[src/hdl/dss_pkg.sv]
// Shared types, codes and helper functions for the dual stepper step sequencer.
// Used by dss_lane and dual_stepper_step_sequencer; depends on nothing else.

package dss_pkg;

    // Default step period width in bits
    localparam int PERIOD_BITS_DEF = 24;

    // Timebase and step counter width
    localparam int TIME_BITS = 32;

    // Configuration register width and reset values
    localparam int            CFG_BITS          = 8;
    localparam logic [7:0]    DUTY_RESET        = 8'd204;
    localparam logic [7:0]    PHASE_ORDER_RESET = 8'd228;

    // Input command codes
    typedef enum logic [1:0] {
        CMD_TICK  = 2'd0,
        CMD_SET   = 2'd1,
        CMD_STOP  = 2'd2,
        CMD_SPARE = 2'd3
    } cmd_t;

    // Configuration register indexes
    typedef enum logic {
        REG_DUTY        = 1'b0,
        REG_PHASE_ORDER = 1'b1
    } cfg_index_t;

    // Coil polarity codes (2-bit two's complement)
    localparam logic signed [1:0] COIL_POS = 2'sb01;
    localparam logic signed [1:0] COIL_NEG = 2'sb11;
    localparam logic signed [1:0] COIL_OFF = 2'sb00;

    // Per-beat control handed to each motor lane
    typedef struct packed {
        logic tick;
        logic set;
        logic stop;
        logic refresh;
    } lane_ctl_t;

    // What a lane reports for the current beat
    typedef struct packed {
        logic              stepped;
        logic signed [1:0] coil_a;
        logic signed [1:0] coil_b;
    } lane_out_t;

    // Phase shown for a step index under a phase order
    function automatic logic [1:0] map_phase(input logic [7:0] order, input logic [1:0] idx);
        return order[{idx, 1'b0} +: 2];
    endfunction

    // True when all four 2-bit entries are distinct
    function automatic logic is_permutation(input logic [7:0] order);
        logic [3:0] seen;
        seen = 4'b0000;
        for (int i = 0; i < 4; i++)
        begin
            seen[order[2*i +: 2]] = 1'b1;
        end
        return (seen == 4'b1111);
    endfunction

    // Coil polarities {a, b} for a phase
    function automatic logic [3:0] coil_pair(input logic [1:0] phase);
        logic [3:0] pair;
        case (phase)
            2'd0:    pair = {COIL_POS, COIL_POS};
            2'd1:    pair = {COIL_NEG, COIL_POS};
            2'd2:    pair = {COIL_NEG, COIL_NEG};
            2'd3:    pair = {COIL_POS, COIL_NEG};
            default: pair = {COIL_OFF, COIL_OFF};
        endcase
        return pair;
    endfunction

endpackage

[src/hdl/dual_stepper_step_sequencer.sv]
// Top level of the dual stepper full-step sequencer: two motor lanes, step count
// merge and a two-entry output buffer. Depends on dss_pkg and dss_lane.
//
// Usage:
//   Input stream (s_tvalid/s_tready/s_tdata) carries one command per beat:
//   a one-microsecond tick, a drive update with both motors' period and
//   direction, or a stop that halts both motors and clears the step count.
//   Output stream (m_tvalid/m_tready/m_tdata) returns exactly one beat per
//   input beat: the four coil polarities, the two stepped flags and the
//   running step total.
//   Configuration port (cfg_wr_en/cfg_addr/cfg_wdata) writes duty_level
//   (index 0) and phase_order (index 1); a phase order that is not a
//   permutation is dropped. Write only while no beat is in flight.
//   Results are registered in the output entry, or in the skid entry when
//   that is full. Throughput: one beat per cycle while s_tready is high;
//   both motors are evaluated in the same cycle by their own lane.
//   Stall: a two-entry output buffer holds results; s_tready drops only when
//   both entries are full, and no result is lost or repeated.
//   Reset (rst_n low, asynchronous): time, step count and both lanes clear,
//   motors stopped, duty 204, phase order 228, output buffer empty.

module dual_stepper_step_sequencer
    import dss_pkg::*;
#(
    parameter int PERIOD_BITS = PERIOD_BITS_DEF
)
(
    input  logic                 clk,
    input  logic                 rst_n,
    // s_tdata fields, low bit up: cmd[2], left_period[PERIOD_BITS],
    // left_reverse[1], right_period[PERIOD_BITS], right_reverse[1], zero fill
    input  logic                 s_tvalid,
    output logic                 s_tready,
    input  logic [((4+2*PERIOD_BITS+7)/8)*8-1:0] s_tdata,
    // m_tdata fields, low bit up: left_coil_a[2], left_coil_b[2], right_coil_a[2],
    // right_coil_b[2], left_stepped[1], right_stepped[1], step_total[32], zero fill
    output logic                 m_tvalid,
    input  logic                 m_tready,
    output logic [47:0]          m_tdata,
    // configuration write port
    input  logic                 cfg_wr_en,
    input  cfg_index_t           cfg_addr,
    input  logic [CFG_BITS-1:0]  cfg_wdata
);

    localparam int LP_LO     = 2;
    localparam int LR_POS    = LP_LO + PERIOD_BITS;
    localparam int RP_LO     = LR_POS + 1;
    localparam int RR_POS    = RP_LO + PERIOD_BITS;
    localparam int OUT_W     = 48;
    localparam int RES_BITS  = 10 + TIME_BITS;

    cmd_t                   cmd;
    logic                   accept;
    logic                   pop;
    lane_ctl_t              ctl;
    lane_out_t              left_out;
    lane_out_t              right_out;

    logic [TIME_BITS-1:0]   time_reg,  time_next;
    logic [TIME_BITS-1:0]   time_inc;
    logic [TIME_BITS-1:0]   count_reg, count_next;
    logic [CFG_BITS-1:0]    duty_reg,  duty_next;
    logic [CFG_BITS-1:0]    order_reg, order_next;
    logic                   refresh;

    logic [OUT_W-1:0]       result;
    logic [OUT_W-1:0]       out_reg,   out_next;
    logic                   out_valid_reg, out_valid_next;
    logic [OUT_W-1:0]       skid_reg,  skid_next;
    logic                   skid_valid_reg, skid_valid_next;

    // Input decode
    assign cmd      = cmd_t'(s_tdata[1:0]);
    assign accept   = s_tvalid && s_tready;
    assign time_inc = time_reg + 32'd1;

    always_comb
    begin
        ctl         = '0;
        ctl.refresh = refresh;
        if (accept)
        begin
            case (cmd)
                CMD_TICK:  ctl.tick = 1'b1;
                CMD_SET:   ctl.set  = 1'b1;
                CMD_STOP:  ctl.stop = 1'b1;
                default:   ctl      = '0;
            endcase
        end
    end

    // Configuration registers; any accepted write raises refresh for the lanes
    always_comb
    begin
        duty_next  = duty_reg;
        order_next = order_reg;
        refresh    = 1'b0;
        if (cfg_wr_en)
        begin
            case (cfg_addr)
                REG_DUTY:
                begin
                    duty_next = cfg_wdata;
                    refresh   = 1'b1;
                end
                REG_PHASE_ORDER:
                begin
                    if (is_permutation(cfg_wdata))
                    begin
                        order_next = cfg_wdata;
                        refresh    = 1'b1;
                    end
                end
                default:
                begin
                    refresh = 1'b0;
                end
            endcase
        end
    end

    // Motor lanes
    dss_lane #(
        .PERIOD_BITS (PERIOD_BITS)
    ) u_left (
        .clk         (clk),
        .rst_n       (rst_n),
        .ctl         (ctl),
        .new_period  (s_tdata[LP_LO +: PERIOD_BITS]),
        .new_reverse (s_tdata[LR_POS]),
        .time_now    (time_reg),
        .time_inc    (time_inc),
        .phase_order (order_next),
        .duty_zero   (duty_reg == '0),
        .lane_out    (left_out)
    );

    dss_lane #(
        .PERIOD_BITS (PERIOD_BITS)
    ) u_right (
        .clk         (clk),
        .rst_n       (rst_n),
        .ctl         (ctl),
        .new_period  (s_tdata[RP_LO +: PERIOD_BITS]),
        .new_reverse (s_tdata[RR_POS]),
        .time_now    (time_reg),
        .time_inc    (time_inc),
        .phase_order (order_next),
        .duty_zero   (duty_reg == '0),
        .lane_out    (right_out)
    );

    // Merge: timebase and step total
    always_comb
    begin
        time_next  = time_reg;
        count_next = count_reg;
        if (ctl.tick)
        begin
            time_next  = time_inc;
            count_next = count_reg + {31'd0, left_out.stepped} + {31'd0, right_out.stepped};
        end
        else if (ctl.stop)
        begin
            count_next = '0;
        end
    end

    assign result = OUT_W'({count_next[RES_BITS-11:0], right_out.stepped, left_out.stepped,
                            right_out.coil_b, right_out.coil_a,
                            left_out.coil_b, left_out.coil_a});

    // Two-entry output buffer
    assign s_tready = !skid_valid_reg;
    assign pop      = out_valid_reg && m_tready;

    always_comb
    begin
        out_next        = out_reg;
        out_valid_next  = out_valid_reg;
        skid_next       = skid_reg;
        skid_valid_next = skid_valid_reg;
        if (pop)
        begin
            if (skid_valid_reg)
            begin
                out_next        = skid_reg;
                skid_valid_next = 1'b0;
            end
            else if (accept)
            begin
                out_next = result;
            end
            else
            begin
                out_valid_next = 1'b0;
            end
        end
        else if (accept)
        begin
            if (!out_valid_reg)
            begin
                out_next       = result;
                out_valid_next = 1'b1;
            end
            else
            begin
                skid_next       = result;
                skid_valid_next = 1'b1;
            end
        end
    end

    // Control state
    always_ff @(posedge clk or negedge rst_n)
    begin
        if (!rst_n)
        begin
            time_reg       <= '0;
            count_reg      <= '0;
            duty_reg       <= DUTY_RESET;
            order_reg      <= PHASE_ORDER_RESET;
            out_valid_reg  <= 1'b0;
            skid_valid_reg <= 1'b0;
        end
        else
        begin
            time_reg       <= time_next;
            count_reg      <= count_next;
            duty_reg       <= duty_next;
            order_reg      <= order_next;
            out_valid_reg  <= out_valid_next;
            skid_valid_reg <= skid_valid_next;
        end
    end

    // Payload
    always_ff @(posedge clk)
    begin
        out_reg  <= out_next;
        skid_reg <= skid_next;
    end

    assign m_tvalid = out_valid_reg;
    assign m_tdata  = out_reg;

    // Buffer fills front entry first
    a_skid_behind_out: assert property (@(posedge clk) disable iff (!rst_n)
        skid_valid_reg |-> out_valid_reg)
        else $error("skid entry holds a beat while output entry is empty");

    // Stop clears the step total
    a_stop_clears: assert property (@(posedge clk) disable iff (!rst_n)
        (accept && (cmd == CMD_STOP)) |=> (count_reg == '0))
        else $error("step total not cleared by stop");

    // Only ticks advance the timebase
    a_time_on_tick: assert property (@(posedge clk) disable iff (!rst_n)
        !(accept && (cmd == CMD_TICK)) |=> $stable(time_reg))
        else $error("timebase moved without a tick");

    // Total grows by exactly the steps taken on a tick
    a_count_step: assert property (@(posedge clk) disable iff (!rst_n)
        (accept && (cmd == CMD_TICK)) |=>
            (count_reg == $past(count_reg) + {31'd0, $past(left_out.stepped)}
                                           + {31'd0, $past(right_out.stepped)}))
        else $error("step total does not match steps taken");

    // Configured phase order always stays a permutation
    a_order_perm: assert property (@(posedge clk) disable iff (!rst_n)
        is_permutation(order_reg))
        else $error("phase order is not a permutation");

endmodule

[src/hdl/dss_lane.sv]
// One motor lane: step timing, step index, shown phase and coil drive.
// Depends on dss_pkg; instantiated twice by dual_stepper_step_sequencer.

module dss_lane
    import dss_pkg::*;
#(
    parameter int PERIOD_BITS = PERIOD_BITS_DEF
)
(
    input  logic                   clk,
    input  logic                   rst_n,
    input  lane_ctl_t              ctl,
    input  logic [PERIOD_BITS-1:0] new_period,
    input  logic                   new_reverse,
    input  logic [TIME_BITS-1:0]   time_now,
    input  logic [TIME_BITS-1:0]   time_inc,
    input  logic [7:0]             phase_order,
    input  logic                   duty_zero,
    output lane_out_t              lane_out
);

    logic [TIME_BITS-1:0]   last_reg,    last_next;
    logic [PERIOD_BITS-1:0] period_reg,  period_next;
    logic                   reverse_reg, reverse_next;
    logic [1:0]             index_reg,   index_next;
    logic [1:0]             phase_reg,   phase_next;
    logic                   running;
    logic                   due;
    logic                   step_hit;
    logic [3:0]             pair;

    // Lane state
    always_ff @(posedge clk or negedge rst_n)
    begin
        if (!rst_n)
        begin
            last_reg    <= '0;
            period_reg  <= '0;
            reverse_reg <= 1'b0;
            index_reg   <= 2'd0;
            phase_reg   <= 2'd0;
        end
        else
        begin
            last_reg    <= last_next;
            period_reg  <= period_next;
            reverse_reg <= reverse_next;
            index_reg   <= index_next;
            phase_reg   <= phase_next;
        end
    end

    // Step decision and state update; elapsed time wraps modulo 2^32
    assign running = (period_reg != '0);
    assign due     = running && ((time_inc - last_reg) >= TIME_BITS'(period_reg));

    always_comb
    begin
        last_next    = last_reg;
        period_next  = period_reg;
        reverse_next = reverse_reg;
        index_next   = index_reg;
        phase_next   = phase_reg;
        step_hit     = 1'b0;
        if (ctl.tick)
        begin
            if (due)
            begin
                last_next  = time_inc;
                phase_next = map_phase(phase_order, index_reg);
                index_next = reverse_reg ? (index_reg - 2'd1) : (index_reg + 2'd1);
                step_hit   = 1'b1;
            end
        end
        else if (ctl.set)
        begin
            period_next  = new_period;
            reverse_next = new_reverse;
            // start from stopped: show phase at once, restart timing
            if ((new_period != '0) && !running)
            begin
                last_next  = time_now;
                phase_next = map_phase(phase_order, index_reg);
            end
        end
        else if (ctl.stop)
        begin
            period_next = '0;
        end
        else if (ctl.refresh && running)
        begin
            phase_next = map_phase(phase_order, index_reg);
        end
    end

    // Coil drive from the updated state
    always_comb
    begin
        if ((period_next != '0) && !duty_zero)
        begin
            pair = coil_pair(phase_next);
        end
        else
        begin
            pair = {COIL_OFF, COIL_OFF};
        end
        lane_out.stepped = step_hit;
        lane_out.coil_a  = pair[3:2];
        lane_out.coil_b  = pair[1:0];
    end

endmodule
[config.mk]
export PLATFORM = sky130hd
export DESIGN_NAME = dual_stepper_step_sequencer
export DESIGN_NICKNAME = d
export VERILOG_FILES = /design/src/hdl/dss_pkg.sv /design/src/hdl/dual_stepper_step_sequencer.sv /design/src/hdl/dss_lane.sv
export SDC_FILE = /design/constraint.sdc
export NUM_CORES = 1
export LEC_CHECK = 0
export BUFFER_PORTS_ARGS = -buffer_cell sky130_fd_sc_hd__clkbuf_2
export CORE_MARGIN = 10
export CORE_UTILIZATION = 45
export DETAILED_ROUTE_END_ITERATION = 8
export PLACE_DENSITY_LB_ADDON = 0.05
export SYNTH_ARGS = -nofsm -noshare
export SYNTH_HDL_FRONTEND = slang
export SYNTH_SLANG_ARGS = --single-unit
[constraint.sdc]
create_clock -name clk -period 7.9 [get_ports clk]
set_clock_uncertainty 0.1 [all_clocks]
set_input_delay 0.79 -clock clk [delete_from_list [all_inputs] [get_ports clk]]
set_output_delay 0.79 -clock clk [all_outputs]
set_load 0.01 [all_outputs]
After elaboration in Yosys (flattened, before gate mapping) --
Cells that the tools add are included.
Word-level totals: register bits after elaboration 294, output and inout bits 50, word-level logic and storage cells 173
Operators by class: $add $sub $neg 9, magnitude comparators 10, equality and inequality tests 14, shifts and indexed selects 2, muxes and demuxes 69, bitwise gates (word level) 6, reduce and logical (&&, ||, !) cells 45
Operator list (count):
- $mux W32 | 10
- $mux W48 | 5
- $mux W24 | 6
- $reduce_bool A24 Y1 | 6
- $add A32 B1 Y32 | 2
- $ge A32 B24 Y1 | 2
- $sub A32 B32 Y32 | 2
- $add A32 B1 Y32 const B | 1
- $pmux W4 S4 | 2
- $mux W2 | 14
- $mux W8 | 3
- $mux W1 | 21
- $shiftx A8 B4 Y2 | 2
- $reduce_and A3 Y1 | 5
- $logic_and A1 B1 Y1 | 14
- $lt A2 B3 Y1 const B | 4
- $mux W4 | 3
- $or A4 B4 Y4 | 3
- $reduce_bool A2 Y1 | 6
- $eq A2 B2 Y1 const B | 5
- $reduce_and A2 Y1 | 5
- $demux W1 S2 | 4
- $ge A2 B1 Y1 const B | 4
- $logic_not A8 Y1 | 1
- other kinds (11) | 25

Logic depth before layout (Yosys ltp) --
Gate-level depths: netlist of run 1.
word-level depth 24, mapped depth 37

Hierarchy --
From an unflattened synthesis of run 1, not the netlist that was laid out.
Unflattened totals: cells, all modules 1858, area, all modules 18433.9 µm²
Modules (own cells, without submodules):
- dss_lane | times used 2, cells each 591, area an instance 5328.9 µm², sequential area each 1526.5 µm²
- dual_stepper_step_sequencer | times used 1, cells each 676, area an instance 7776.2 µm², sequential area each 4584.4 µm²

Least setup slack after synthesis of run 1 --
No wires, ideal clock.
kind reg2reg, start register time_reg[0], end register out_reg[38] (netlist: m_tdata[38]) (data pin), library setup time 0.260 ns, arrival 6.806 ns, path slack 0.734 ns, stages on the path, launching flop included 38, buffers on the path 1, clock period less this slack 7.166 ns, cells stage by stage dfrtp_1 -> ha_1 -> nand3_1 -> nor2_1 -> and2_1 -> nand4_1 -> nor2_1 -> nand3_1 -> xnor2_1 -> ha_1 -> clkbuf_1 -> nand2_1 -> nor2_1 -> nand3_1 -> nor4_1 -> a211oi_1 -> xnor2_1 -> ha_1 -> (+2 left out) -> o211ai_1 -> o21ai_0 -> a41oi_1 -> o2111ai_1 -> nor4b_2 -> a211o_1 -> fa_1 -> inv_1 -> ha_1 -> nand4_1 -> nor2_1 -> nand2_1 -> nor2_1 -> and4_1 -> nand4_1 -> o211ai_1 -> o31ai_1 -> mux2_2
On the way: longest elaborated chain between the ends 12
Ends and longest elaborated chain:
- start: declaration | RTL line dual_stepper_step_sequencer.sv:60 | logic [TIME_BITS-1:0] time_reg, time_next;
- start signal: assignment | RTL line dual_stepper_step_sequencer.sv:229 | time_reg <= time_next;
- $add A32 B1 Y32 * | RTL line dual_stepper_step_sequencer.sv:76 | assign time_inc = time_reg + 32'd1;
- named net time_inc[16] | RTL line dual_stepper_step_sequencer.sv:61 | logic [TIME_BITS-1:0] time_inc;
- $sub A32 B32 Y32 | RTL line dss_lane.sv:55 | assign due = running && ((time_inc - last_reg) >= TIME_BITS'(period_reg));
- $ge A32 B24 Y1 | RTL line dss_lane.sv:55
- $logic_and A1 B1 Y1 | RTL line dss_lane.sv:55
- $mux W1 | RTL line dss_lane.sv:67 | if (due)
- $mux W1 | RTL line dss_lane.sv:65 | if (ctl.tick)
- $add A32 B1 Y32 | RTL line dual_stepper_step_sequencer.sv:162 | count_next = count_reg + {31'd0, left_out.stepped} + {31'd0, right_out.stepped};
- $add A32 B1 Y32 * | RTL line dual_stepper_step_sequencer.sv:162
- $mux W32 * | RTL line dual_stepper_step_sequencer.sv:159 | if (ctl.tick)
- named net count_next[28] | RTL line dual_stepper_step_sequencer.sv:62 | logic [TIME_BITS-1:0] count_reg, count_next;
- $mux W48 (on tied branches) | RTL line dual_stepper_step_sequencer.sv:202, dual_stepper_step_sequencer.sv:191
- $mux W48 (on tied branches) | RTL line dual_stepper_step_sequencer.sv:200, dual_stepper_step_sequencer.sv:186
- $mux W48 * | RTL line dual_stepper_step_sequencer.sv:184 | if (pop)
- named net out_next[38] | RTL line dual_stepper_step_sequencer.sv:68 | logic [OUT_W-1:0] out_reg, out_next;
- end signal: assignment | RTL line dual_stepper_step_sequencer.sv:241 | out_reg <= out_next;
- end: declaration | RTL line dual_stepper_step_sequencer.sv:68
Mark *: on every way through the listed nets, which the timed path passes. The rest lies on a longest branch. The select of a mux whose other input is x is not followed. A chain may end at the register's enable or synchronous reset.

Final worst setup path of run 1 --
start register time_reg[1], end register out_reg[36] (netlist: m_tdata[36]) (data pin)
Same word-level chain as after synthesis.

==> flow_summary.yaml, run 1 <==
status:
  status: "complete, no violations"
logic_synthesis:
  ys_top_cells_by_area: "dfrtp_1 29%, edfxtp_1 14%, ha_1 8.5%, nor2_1 3.6%, xnor2_1 3.5%"
  syn_inst: 1698
  ys_warn_count: 0
  netlist_area_sq_mm: 0.0171
  async_flop_share_pct: 71.8
  synth_top_area_cell: "dfrtp_1"
  ys_dominant_reg_cell: "dfrtp_1"
  post-synth-top-count-cell: "dfrtp_1"
  synth_edf_count: 80
  netlist.area_leader.share_pct: 28.7
  seq_area_frac_synth_pct: 44.0
  syn_avg_cell_area_sq_um: 10.1
  ys_top_cells_by_count: "196 x dfrtp_1, 165 x nor2_1, 142 x inv_1"
  yosysUniqueCellTypes: 76
  synth_seq_cells: 284
worst_hold_path:
  min_path_type: "in2async"
critical_path:
  end_kind: "flop"
  critical-path-top-delay-family: "compound AO/OA/AOI/OAI gates"
  critPathLaunchType: "flop"
  critPathArrivalTime_ps: 7800
  path_buf_inv: 7
  cp_max_fo: 6
  crit_slowest_cell: "ha_1"
  startpoint: "time_reg[1]$_DFFE_PN0P_"
  crit_top_cell: "buf_4"
  critPathMaxStageDelay_ps: 390
  critPathRequiredTime_ps: 8250
  reg2reg_from: "time_reg[1]$_DFFE_PN0P_"
  path_class: "reg2reg"
sta:
  tightest_slew_ps: 1060
  rsz0062_at_grt: "false"
  finalSetupViolCount: 0
  period_minus_slack_ps: 7450
  maxSlewHeadroom_pct: 29.2
  clock.fmax_ghz: 0.134
  setup_slack_ps: 451
  hold_viol_final: 0
  slew_viol_final: 0
  fin_crit_sh_pct: 94.3
placed_design:
  dp.cells: 2344
  portBuffers: 109
  dp_hpwl_microns: 34200
  pre_cts_slack_ps: -15.0
  gp_congestion: 0.917
floorplanning:
  dieArea_sq_mm: 0.0462
  core-area_sq_mm: 0.0376
  ioPinCount: 120
  die_w_microns: 215
  die_h_microns: 215
  num_rows: 71
  start_util_pct: 45.5
power_and_ir_drop:
  max-vdd-ir-drop_mv: 0.218
  leakage_nw: 9.45
  p_total_mw: 8.02
  p_per_area_mw_per_mm2: 404
clock_network:
  cts-buffers-inserted: 31
  hold_buffers: 0
  cts_buffer_depth: 3
  root_buffer: "clkbuf_16"
  path_clk_slew_ps: 60
  cts_tree: "done"
  clock_latency_ps: 590
  cts.sinks: 284
  htree_levels: 1
layout:
  nNetsFinal: 2059
  stdcell_count: 2406
  multiInputGateArea_sq_mm: 0.00901
  syn2layout_area_growth_pct: 16.3
  fillers: 3428
  drive_gt1_share_pct: 19.8
  final_core_util_pct: 52.9
  seqCellArea_sq_mm: 0.00752
  diodes: 0
global_route:
  grt_pass1_wl_microns: 72300
  grt_pass1_vias: 12900
  grt_max_degree: 79
  antenna_found_initial: 2
  track_usage_pct: 19.2
  gr-total-overflow: 0
drt:
  drt_pass1_iterations: 5
  route.detailed.drc: 0
  vias: 13100
  drt_iter0_markers: 817
  wl_per_cell_microns: 18.8
  wl_microns: 45200
  vias_per_cell: 5.45
  ant_nets: 0
run:
  drv_cap: 0
-- report_power, final --
part	internal, mW	switching [mW]
clock	0.815	0.610
sequential	1.86	0.197
combinational	2.07	2.47
-- cell usage in the layout (no fill, tap or decap), types with 7 or more instances in the layout --
cell,count
dfstp_2,8
a31oi_1,11
nand2b_1,16
nand3_1,34
clkbuf_16,31
a21oi_1,72
nor3_1,15
nor4_1,29
mux2_2,35
nand4_1,40
dfrtp_1,194
o21a_1,10
o22ai_1,10
edfxtp_1,80
xor2_1,51
clkbuf_2,108
o21ai_1,13
nor2b_1,11
a211oi_1,10
a22o_1,48
ha_1,114
nor2_2,8
inv_1,142
buf_4,81
a21o_1,32
and3_1,18
nand2_1,137
o21ai_0,58
mux2_1,17
mux2i_1,29
or3_1,8
o31ai_1,11
xnor2_1,65
mux2_4,30
nor2_1,157
o211ai_1,16
clkinv_2,7
clkbuf_8,11
-- path summary, 6_finish.rpt --
path / endpoint / slack [ps] / depth (start not counted)
setup reg to reg: m_tdata[36]$_DFFE_PP_ / 450 / 40
hold reg to reg: duty_reg[7]$_DFFE_PN1P_ / 380 / 2
max in group asynchronous: count_reg[3]$_DFF_PN0_ / 6180 / 2
hold / removal: u_left.period_reg[13]$_DFF_PN0_ / 120 / 1
min in group clk: u_left.period_reg[11]$_DFF_PN0_ / 340 / 2
setup / recovery: m_tdata[36]$_DFFE_PP_ / 450 / 40
-- worst register-to-register path: cells and delay by family (launching register included) --
kind	cells	cell delay [ps]
multiplexers	1	300
AND/OR/NAND/NOR	15	1840
flip-flops	1	370
XOR/XNOR	2	510
adder cells (fa/ha/maj)	5	1210
buffers and inverters	7	1050
AO/OA/AOI/OAI	10	1930
-- per-layer routing --
layer | vias up | routed length (microns) | part of all wire (%) | GRT usage, %
met5 | - | 25 | 0.055 | 0
met4 | 4 | 1210 | 2.7 | 5.41
met2 | 267 | 20600 | 45 | 30.3
li1 | 6416 | - | - | -
met3 | 61 | 1890 | 4.2 | 2.99
met1 | 6366 | 21500 | 48 | 26.7
-- metrics by stage --
step / setup TNS [ps] / hold slack [ps] / area [sq um]
after floorplan: 0 / 342 / 17100
after global placement: 0 / 365 / 18600
after detailed placement: -15.0 / 369 / 18600
after CTS: 0 / 132 / 19700
after global routing: 0 / 159 / 19900
final: 0 / 122 / 19900
-- cell families (layout without fill, tap and decap cells) --
kind of cell | Yosys count | count (layout) | share of synthesized area [%]
other cells | 1 | 6 | 0.0219
buf+inv | 198 | 390 | 4.69
mux | 115 | 115 | 8.29
xor+xnor | 121 | 121 | 6.20
fa+ha+maj | 119 | 119 | 8.84
compound gates | 348 | 348 | 13.8
flops | 284 | 284 | 44.0
simple gates | 512 | 512 | 14.2
-- cell type report --
type,count,area share (%)
inverter,142,2.68
clock buffer,44,4.65
tap,511,3.22
sequential,284,37.8
timing repair buffer,190,5.85
clock inverter,14,0.472
multi-input combinational,1221,45.3
-- repair_timing --
item	4_1_cts	5_1_grt
setup endpoints to repair	2	47
pin swaps	0	6
buffers inserted	0	4
gates resized for setup	4	44
Note: power is estimated with default switching activity, not from simulation.
==> inputs of run 2 (changes only) <==
Settings changed: SYNTH_HIERARCHICAL set to 1.
==> run 2 against run 1 <==
Combinational power shrank 23%. Sequential share of layout area down 1.5 points. Highest routed layer is now met4. Critical endpoint is now m_tdata[20]$_DFFE_PP_. Global-route usage is essentially flat. Cell count increased by 6.2%. Flip-flop and latch count grew 4.
==> flow_summary.yaml, run 2 <==
power_and_ir_drop:
  p_per_area_mw_per_mm2: 344
  leakage_nw: 9.09
  max-vdd-ir-drop_mv: 0.174
drt:
  ant_nets: 0
  route.detailed.drc: 0
  vias: 14300
  drt_pass1_iterations: 6
  wl_per_cell_microns: 18.9
  wl_microns: 48200
  vias_per_cell: 5.59
  drt_iter0_markers: 887
sta:
  tightest_slew_ps: 1100
  slew_viol_final: 0
  period_minus_slack_ps: 7400
  fin_crit_sh_pct: 93.7
  hold_viol_final: 0
  setup_slack_ps: 501
  hold_ws_ps: 224
  maxSlewHeadroom_pct: 26.3
  finalSetupViolCount: 0
  clock.fmax_ghz: 0.135
floorplanning:
  die_h_microns: 222
  dieArea_sq_mm: 0.0495
  die_w_microns: 222
  num_rows: 74
  core-area_sq_mm: 0.0406
  start_util_pct: 45.4
  ioPinCount: 120
logic_synthesis:
  synth_seq_cells: 288
  yosysUniqueCellTypes: 81
  syn_avg_cell_area_sq_um: 9.92
  async_flop_share_pct: 70.8
  netlist_area_sq_mm: 0.0184
  post-synth-top-count-cell: "dfrtp_1"
  synth_top_area_cell: "dfrtp_1"
  synth_edf_count: 84
  ys_top_cells_by_area: "dfrtp_1 27%, edfxtp_1 14%, ha_1 7.6%, mux2i_1 7.2%, nand2_1 3.9%"
  ys_dominant_reg_cell: "dfrtp_1"
  seq_area_frac_synth_pct: 41.4
  ys_warn_count: 6
  netlist.area_leader.share_pct: 26.6
  ys_top_cells_by_count: "196 x dfrtp_1, 190 x nand2_1, 133 x mux2i_1"
  syn_inst: 1858
clock_network:
  cts_tree: "done"
  cts.sinks: 288
  root_buffer: "clkbuf_16"
  path_clk_slew_ps: 60
  cts_buffer_depth: 3
  htree_levels: 2
  cts-buffers-inserted: 36
  clock_latency_ps: 550
layout:
  final_common_cell: "dfrtp_1"
  drive_gt1_share_pct: 17.2
  final_cell_mix: "195 x dfrtp_1, 190 x nand2_1, 133 x mux2i_1"
  nNetsFinal: 2182
  stdcell_count: 2555
  final_core_util_pct: 51.8
  syn2layout_area_growth_pct: 14.2
  diodes: 0
  design_area_sq_mm: 0.0210
critical_path:
  path_class: "reg2reg"
  critPathArrivalTime_ps: 7600
  critPathLaunchType: "flop"
  critPathMaxStageDelay_ps: 480
  crit_top_cell: "nand4_1"
  critical-path-top-delay-family: "simple AND/OR/NAND/NOR gates"
  end_kind: "flop"
  cp_max_fo: 7
  reg2reg_from: "time_reg[2]$_DFFE_PN0P_"
  critPathRequiredTime_ps: 8100
  crit_slowest_cell: "a2111o_1"
  path_buf_inv: 5
  startpoint: "time_reg[2]$_DFFE_PN0P_"
global_route:
  gr-total-overflow: 0
  antenna_found_initial: 0
  grt_pass1_vias: 14700
  grt_pass1_wl_microns: 78100
  grt_max_degree: 93
  track_usage_pct: 19.2
placed_design:
  gp_congestion: 0.872
  portBuffers: 109
  dp.cells: 2489
  pre_cts_slack_ps: 209
  dp_hpwl_microns: 36700
  place_area_sq_mm: 0.0198
worst_hold_path:
  min_path_type: "in2async"
status:
  status: "complete, no violations"
run:
  drv_cap: 0
[run 2: cell types whose count changed after synthesis, moves of 14 or more]
cell	change
clkbuf_1	+28
a21oi_1	+24
nand3_1	+25
nor2_1	-105
mux2_4	-30
mux2i_1	+104
inv_1	-14
nand2_1	+52
nor3_1	+16
[run 2: worst reg2reg max path, delay by kind of cell (launching register included)]
family | cells | cell delay (ps)
AO/OA/AOI/OAI | 5 | 1190
XOR/XNOR | 2 | 490
adder cells (fa/ha/maj) | 4 | 1000
buffers and inverters | 5 | 650
flip-flops | 1 | 470
multiplexers | 2 | 410
AND/OR/NAND/NOR | 12 | 2850
[run 2: logic make-up after synthesis]
logic type,after synthesis,synth area share (%)
AO/OA/AOI/OAI,372,13.5
XOR/XNOR,123,5.84
adder cells (fa/ha/maj),115,7.93
buffers and inverters,216,4.95
flip-flops,288,41.4
multiplexers,182,10.5
other,1,0.0203
AND/OR/NAND/NOR,561,15.9
[run 2: final timing paths]
kind,end,slack [ps],cells after the start
worst min register to register,u_left/last_reg[0]$_DFFE_PN0P_,400,1
min in group clk,u_left/reverse_reg$_DFFE_PN0P_,370,2
max in group asynchronous,u_right/last_reg[29]$_DFFE_PN0P_,6100,2
worst max register to register,m_tdata[20]$_DFFE_PP_,500,30
worst min-delay path,u_right/period_reg[0]$_DFF_PN0_,220,1
worst max-delay path,m_tdata[20]$_DFFE_PP_,500,30
[run 2: layout make-up]
class | instances | area (sq um)
clock buffer | 49 | 1000
clock inverter | 15 | 109
fill | 3796 | 19600
timing repair buffer | 183 | 1110
tap | 532 | 666
multi-input combinational | 1359 | 10000
sequential | 288 | 7640
inverter | 129 | 487
[run 2: power by group]
part	total [mW]	leakage, nW	switching, mW	internal (mW)
combinational	3.49	5.07	1.95	1.53
clock	1.57	0.554	0.644	0.922
sequential	2.19	3.47	0.228	1.96
[run 2: repair_timing]
item	in CTS	in global routing
hold buffers	0	0
buffers inserted	0	2
setup endpoints to repair	0	59
gates resized for setup	0	22
[run 2: metal layers]
| metal | share of wire, % | global-route usage [%] | vias up |
|---|---|---|---|
| met1 | 45 | 24.1 | 6855 |
| met4 | 2.6 | 6.19 | 0 |
| li1 | - | - | 7056 |
| met5 | 0 | 0 | - |
| met3 | 4.6 | 3.61 | 78 |
| met2 | 48 | 32.5 | 298 |
[run 2: metrics by stage]
step,TNS (ps),total power [mW]
final,0,7.24
after global routing,-105,7.84
after detailed placement,0,5.68
after global placement,0,5.58
after floorplan,0,4.70
after CTS,0,7.30
